## src/hw/rtl/c3s_pkg.sv

```systemverilog
// c3s_pkg: shared constants, payload structs and window/kernel types for the
// streaming 3x3 convolution. Used by every module under hw/rtl.
package c3s_pkg;

	// fixed field widths
	localparam int PIXEL_BITS     = 16;
	localparam int COEF_BITS      = 16;
	localparam int POS_BITS       = 10;
	localparam int WIDTH_CFG_BITS = 11;
	localparam int KROW_BITS      = 3 * COEF_BITS;
	localparam int CFG_DATA_BITS  = 48;
	localparam int CFG_IDX_BITS   = 2;

	// defaults for the top-level parameters
	localparam int MAX_WIDTH_DEF      = 1024;
	localparam int COEF_FRAC_BITS_DEF = 14;

	// register reset values and width limits
	localparam int                    WIDTH_RESET = 640;
	localparam int                    MIN_WIDTH   = 3;
	localparam logic [KROW_BITS-1:0] KTOP_RESET  = '0;
	localparam logic [KROW_BITS-1:0] KMID_RESET  = KROW_BITS'(16384);
	localparam logic [KROW_BITS-1:0] KBOT_RESET  = '0;

	// configuration register indexes
	typedef enum logic [CFG_IDX_BITS-1:0] {
		CFG_IMAGE_WIDTH   = 2'd0,
		CFG_KERNEL_TOP    = 2'd1,
		CFG_KERNEL_MIDDLE = 2'd2,
		CFG_KERNEL_BOTTOM = 2'd3
	} cfg_idx_t;

	// 3x3 sample window: [row][col], row 0 oldest line, col 2 newest column
	typedef logic [2:0][2:0][PIXEL_BITS-1:0] win_t;

	// kernel coefficients: [row m][col n], signed Q2.14
	typedef logic [2:0][2:0][COEF_BITS-1:0] kernel_t;

	// input request
	typedef struct packed {
		logic signed [PIXEL_BITS-1:0] pixel_in;
		logic                         frame_start;
	} pix_t;

	// result request
	typedef struct packed {
		logic signed [PIXEL_BITS-1:0] pixel_out;
		logic [POS_BITS-1:0]          out_row;
		logic [POS_BITS-1:0]          out_col;
		logic                         on_border;
	} res_t;

	// window handed from the window stage to the multiply-accumulate pipe
	typedef struct packed {
		win_t                win;
		logic [POS_BITS-1:0] row;
		logic [POS_BITS-1:0] col;
		logic                border;
	} win_item_t;

endpackage

```

## src/hw/rtl/c3s_cfg.sv

```systemverilog
// c3s_cfg: configuration registers (image width, three kernel rows).
// Depends on c3s_pkg. Width is clamped and stored as the last column index.
module c3s_cfg #(
	parameter int MAX_WIDTH = c3s_pkg::MAX_WIDTH_DEF
) (
	input  logic                                    clk,
	input  logic                                    arst_n,
	input  logic                                    cfg_valid,
	output logic                                    cfg_ready,
	input  logic [c3s_pkg::CFG_IDX_BITS-1:0]        cfg_index,
	input  logic [c3s_pkg::CFG_DATA_BITS-1:0]       cfg_data,
	output logic [$clog2(MAX_WIDTH)-1:0]            width_last,
	output c3s_pkg::kernel_t                        kernel
);
	import c3s_pkg::*;

	localparam int CW      = $clog2(MAX_WIDTH);
	localparam int EW      = (CW + 1 > WIDTH_CFG_BITS) ? CW + 1 : WIDTH_CFG_BITS;
	localparam int RST_EFF = (WIDTH_RESET > MAX_WIDTH) ? MAX_WIDTH : WIDTH_RESET;

	logic [EW-1:0]                 w_ext;
	logic [EW-1:0]                 w_eff;
	logic [CW-1:0]                 last_d;
	logic [CW-1:0]                 last_q;
	logic [2:0][KROW_BITS-1:0]     krow_q;

	// clamp the requested width into [3, MAX_WIDTH]
	always_comb begin
		w_ext = EW'(cfg_data[WIDTH_CFG_BITS-1:0]);
		if (w_ext < EW'(MIN_WIDTH)) begin
			w_eff = EW'(MIN_WIDTH);
		end else if (w_ext > EW'(MAX_WIDTH)) begin
			w_eff = EW'(MAX_WIDTH);
		end else begin
			w_eff = w_ext;
		end
		last_d = CW'(w_eff - EW'(1));
	end

	// register writes
	always_ff @(posedge clk or negedge arst_n) begin
		if (!arst_n) begin
			last_q    <= CW'(RST_EFF - 1);
			krow_q[0] <= KTOP_RESET;
			krow_q[1] <= KMID_RESET;
			krow_q[2] <= KBOT_RESET;
		end else if (cfg_valid && cfg_ready) begin
			case (cfg_idx_t'(cfg_index))
				CFG_IMAGE_WIDTH:   last_q    <= last_d;
				CFG_KERNEL_TOP:    krow_q[0] <= cfg_data[KROW_BITS-1:0];
				CFG_KERNEL_MIDDLE: krow_q[1] <= cfg_data[KROW_BITS-1:0];
				CFG_KERNEL_BOTTOM: krow_q[2] <= cfg_data[KROW_BITS-1:0];
				default: ;
			endcase
		end
	end

	// split rows into coefficients, column 0 in the low bits
	always_comb begin
		for (int m = 0; m < 3; m++) begin
			for (int n = 0; n < 3; n++) begin
				kernel[m][n] = krow_q[m][n*COEF_BITS +: COEF_BITS];
			end
		end
	end

	assign cfg_ready  = 1'b1;
	assign width_last = last_q;

endmodule

```

## config.mk

```make
export PLATFORM = sky130hd
export DESIGN_NAME = c3s_cfg
export DESIGN_NICKNAME = d
export VERILOG_FILES = /design/src/hw/rtl/c3s_pkg.sv /design/src/hw/rtl/c3s_cfg.sv
export SDC_FILE = /design/constraint.sdc
export NUM_CORES = 1
export LEC_CHECK = 0
export ABC_AREA = 1
export BUFFER_PORTS_ARGS = -buffer_cell sky130_fd_sc_hd__buf_4
export CORE_MARGIN = 8
export CORE_UTILIZATION = 40
export CTS_CLUSTER_DIAMETER = 80
export DETAILED_ROUTE_END_ITERATION = 6
export PLACE_DENSITY = 0.68
export SLEW_MARGIN = 20
export SYNTH_ARGS = -nofsm -noshare
export SYNTH_HDL_FRONTEND = slang
export SYNTH_SLANG_ARGS = --single-unit
```

## constraint.sdc

```tcl
create_clock -name clk -period 1.33 [get_ports clk]
set_clock_uncertainty 0.2 [all_clocks]
set_input_delay 0.266 -clock clk [delete_from_list [all_inputs] [get_ports clk]]
set_output_delay 0.266 -clock clk [all_outputs]
set_load 0.03 [all_outputs]
```

-- Word level (Yosys, flattened, before mapping)
Index checks and enable logic that the tools add are counted.
- register bits after elaboration: 154
- latch bits: 0
- RAM bits: 0
- bits in read-only memories: 0
- input port bits: 53
- output and inout port bits: 155
- word-level logic and storage cells: 17
- memories: 0
- add/sub/neg operators: 1
- $mul: 0
- divide/modulo/power cells: 0
- order comparisons: 2
- equality and inequality tests: 3
- shift operators: 0
- muxes and demuxes: 2
- bitwise gates (word level): 0
- reduce and logical (&&, ||, !) cells: 5
- operators with widths (operator ; number):
    10-bit two-way mux ; 2
    11-bit > comparator, second input constant ; 1
    11-bit by 2-bit less-than comparator with 1-bit output, second input constant ; 1
    10-bit by 1-bit subtractor with 10-bit output, second input constant ; 1
    2-bit AND reduction ; 4
    2-bit == test, second input constant ; 2
    2-bit by 1-bit == test with 1-bit output, second input constant ; 1
    2-bit zero test ; 1

-- Logic depth before layout (Yosys ltp)
- word-level depth: 4
- mapped depth: 14
- depth with buffers taken out: 13

-- Worst setup path after synthesis
OpenSTA, ideal clock, no wires.
- path kind: in2reg
- start point: in cfg_data[2] (netlist bit)
- end point: reg last_q[4], in the netlist width_last[4]
- library setup time: 0.072 ns
- data arrival time: 1.582 ns
- data required time: 1.058 ns
- setup slack: -0.524 ns
- stages on the path: 13
- path buffers: 1
- cell sequence: inv_1 > nand2_2 > nor2_2 > nand2_2 > nand2_2 > buf_6 > a21oi_1 > ha_1 > inv_1 > nor2_1 > nand2_1 > xnor2_1 > o21ai_1
- word-level cells in the longest chain between the ends: 4
- elaborated cells between the ends (all ways): 5
- classes of those cells: add/sub: 1; order compare: 2; mux: 2
- RTL lines (item ; line ; RTL):
    start: declaration ; c3s_cfg.sv:11 ; input logic [c3s_pkg::CFG_DATA_BITS-1:0] cfg_data,
    11-bit > comparator ; c3s_cfg.sv:32 ; end else if (w_ext > EW'(MAX_WIDTH)) begin
    10-bit two-way mux ; c3s_cfg.sv:32 ;
    10-bit two-way mux (*) ; c3s_cfg.sv:30 ; if (w_ext < EW'(MIN_WIDTH)) begin
    10-bit by 1-bit subtractor with 10-bit output (*) ; c3s_cfg.sv:37 ; last_d = CW'(w_eff - EW'(1));
    end signal: assignment ; c3s_cfg.sv:43 ; last_q <= CW'(RST_EFF - 1);
    end signal: assignment ; c3s_cfg.sv:49 ; CFG_IMAGE_WIDTH: last_q <= last_d;
    end: declaration ; c3s_cfg.sv:24 ; logic [CW-1:0] last_q;
Mark *: on every way between the ends. The rest lies on a longest branch, timed or not.
A chain may end at the register's enable or synchronous reset.

-- Worst setup path after layout
- start point: reg last_q[4], in the netlist width_last[4]
- end point: out width_last[4]
- RTL lines (item ; line ; RTL):
    end: declaration ; c3s_cfg.sv:12 ; output logic [$clog2(MAX_WIDTH)-1:0] width_last,
No word-level cell between the ends.

==> impl_metrics.toml <==
[routing]
vias = 5778
drt_iter0_markers = 303
ant_nets = 0
via_per_inst = 4.88
drc = 0
first_pass_iters = 4
drt-total-wl_um = 19600
wl_per_cell_um = 16.6

[timing]
timing.hold.ws_ps = 32.9
min_period_over_period = 1.17
drv_slew = 0
layout_setup_ws_ps = -230
worst_slew_pin_slew_ps = 490
setup_viol = 157
relSlewSlack = 0.669
fmax_mhz = 641
rsz0062_at_grt = "true"
period_needed_ps = 1560
tns_ps = -14850
finalHoldViolCount = 0

[setup_path]
end_kind = "primary output"
path_depth = 1
required_ps = 860
crit_path_start_kind = "flip-flop"
path_delay_family = "flip-flops"
critical_path_class = "reg2out"
slowest_delay_ps = 550
r2r_cells = 4
slowest_stage = "dfstp_2"
crit_chain = "buf_6"
arrival_ps = 1090
cp_max_fo = 2
crit_buf_inv = 1

[yosys]
synthesis.instances = 624
synthTopCellsByArea = "dfrtp_1 61%, o21ai_0 12%, nand2_1 11%"
yosysWarnings = 0
synth_nets = 678
synth_top_area_share = 0.612
ys_seq_area_frac = 0.652
synth-seq-cells = 154
yosysUniqueCellTypes = 26
avgSynthCellArea_um2 = 9.50
syn_area_um2 = 5930
synth_top_cell_by_area = "dfrtp_1"

[floorplan]
placementRows = 44
die_w_um = 138
core_um2 = 14500
io_pins = 208
initial_core_util = 0.408
fp.dieH_um = 138
dieArea_um2 = 19000

[power_and_ir_drop]
vdd_drop_max_v = 0.000834
cellLeakagePower_uw = 0.00539
power.density_nw_per_um2 = 1570

[global_routing]
grt_max_degree = 49
antenna_found_initial = 0
first_global_vias = 5808
grt_use_total = 0.201
grt_pass1_wl_um = 29600
gr-total-overflow = 0

[place]
io_buffers = 206
gp_congestion = 0.845
dp_hpwl_um = 12700
place_ws_ps = -508
place_inst = 1025

[clock_network]
clock-root-buffer = "clkbuf_16"
clk_latency_ps = 410
clock_sinks = 154
max-clock-path-buffers = 2
cts_tree = "built"
clk_pin_slew_ps = 60
htree_levels = 4
cts_buffers = 17

[cells_and_area]
diodes = 0
drive_gt1_frac = 0.419
areaGrowthSynthToFinish_pct = 76.7
fin_util = 0.721
stdcell_count = 1183
nFillCells = 987
layout.nets = 1041

[min_path]
hold_class = "in2reg"
hold_depth = 4

[run]
drv_cap = 0

[status]
violations = "setup timing"
outcome = "finished with violations"
[registers in the layout (all words and copies together), names as in the netlist]
register	flops
width_last	10
kernel	144
[timing repair]
action                                  4_1_cts  5_1_grt
resized for setup                           176       16
hold buffers                                 38        0
pin swaps                                    20       12
setup buffers                                51       41
endpoints found under the setup margin      162      161
endpoints found under the hold margin       253        0
[per-layer routing]
metal / GRT usage / up-vias / share of wire
li1: - / 2723 / -
met4: 0.0782 / 0 / 0.018
met2: 0.344 / 242 / 0.51
met5: 0 / - / 0
met1: 0.231 / 2784 / 0.38
met3: 0.0624 / 29 / 0.095
[logic make-up (layout without fill, tap and decap cells)]
group           after synthesis  in the layout  synth area share
flops                       154            154             0.652
simple gates                218            218             0.149
xor+xnor                      1              1           0.00148
other cells                   1              1          0.000633
fa+ha+maj                     1              1           0.00211
buf+inv                      93            468            0.0612
compound gates              156            156             0.134
[cell usage after synthesis]
library cell and instances:
a21oi_1 2, a31oi_1 1, buf_1 11, buf_2 2, buf_4 1, buf_6 1, clkbuf_1 18, clkinv_1 1
conb_1 1, dfrtp_1 145, dfstp_2 9, ha_1 1, inv_1 57, inv_2 2, nand2_1 177, nand2_2 6
nand3_1 16, nand4_1 3, nor2_1 10, nor2_2 5, nor3b_2 1, o21ai_0 146, o21ai_1 4, o21ai_2 1
o41ai_1 2, xnor2_1 1
[per-stage QoR]
stage                     cell area, µm²  total power, µW
final                              10500            16500
after floorplan                     5960             8210
after global routing               10500            17100
after CTS                          10100            16200
after detailed placement            8110            10200
after global placement              8110            10100
[final timing paths]
check	slack, ps	to	start
max	-230	width_last[4]	width_last[4]
min	30	kernel[5]	cfg_data[5]
max reg2reg	190	kernel[68]	kernel[68]
min reg2reg	280	width_last[3]	width_last[3]
max in group asynchronous	290	kernel[62]	arst_n
min in group asynchronous	100	kernel[71]	arst_n
[layout make-up]
| class | count | area [µm²] | share of cell area |
|---|---|---|---|
| Tap cell | 184 | 230 | 0.0220 |
| Inverter | 60 | 233 | 0.0222 |
| Clock inverter | 10 | 140 | 0.0134 |
| Clock buffer | 21 | 470 | 0.0449 |
| Multi-Input combinational cell | 377 | 1850 | 0.176 |
| Sequential cell | 154 | 3860 | 0.369 |
| Timing Repair Buffer | 377 | 3690 | 0.352 |
[layout by cell type (no fill, tap or decap)]
master	n
nand2_2	7
buf_6	165
xnor2_1	1
inv_6	2
clkbuf_16	17
dlygate4sd3_1	38
o21ai_4	1
o41ai_1	2
buf_12	11
nor2_4	5
o21ai_0	144
ha_2	1
nand2_4	3
clkinv_1	1
conb_1	1
clkbuf_8	3
nor2_2	5
nand4_1	3
nand3_1	10
a21oi_2	2
nand3_2	3
dfstp_2	9
a31oi_1	1
o21ai_1	4
nor3b_4	1
clkinvlp_4	3
nand3_4	3
nand2_1	173
buf_4	162
clkbuf_1	1
bufinv_16	3
inv_1	51
inv_4	3
nor2_1	5
o21ai_2	2
dfrtp_1	145
inv_2	5
clkinv_2	2
buf_8	1
[power breakdown]
part	internal, µW	switching [µW]	total (µW)
logic	2530	2870	5400
registers	5480	615	6100
clock network	3100	1850	4950
Note: power is estimated with default switching activity, not from simulation.
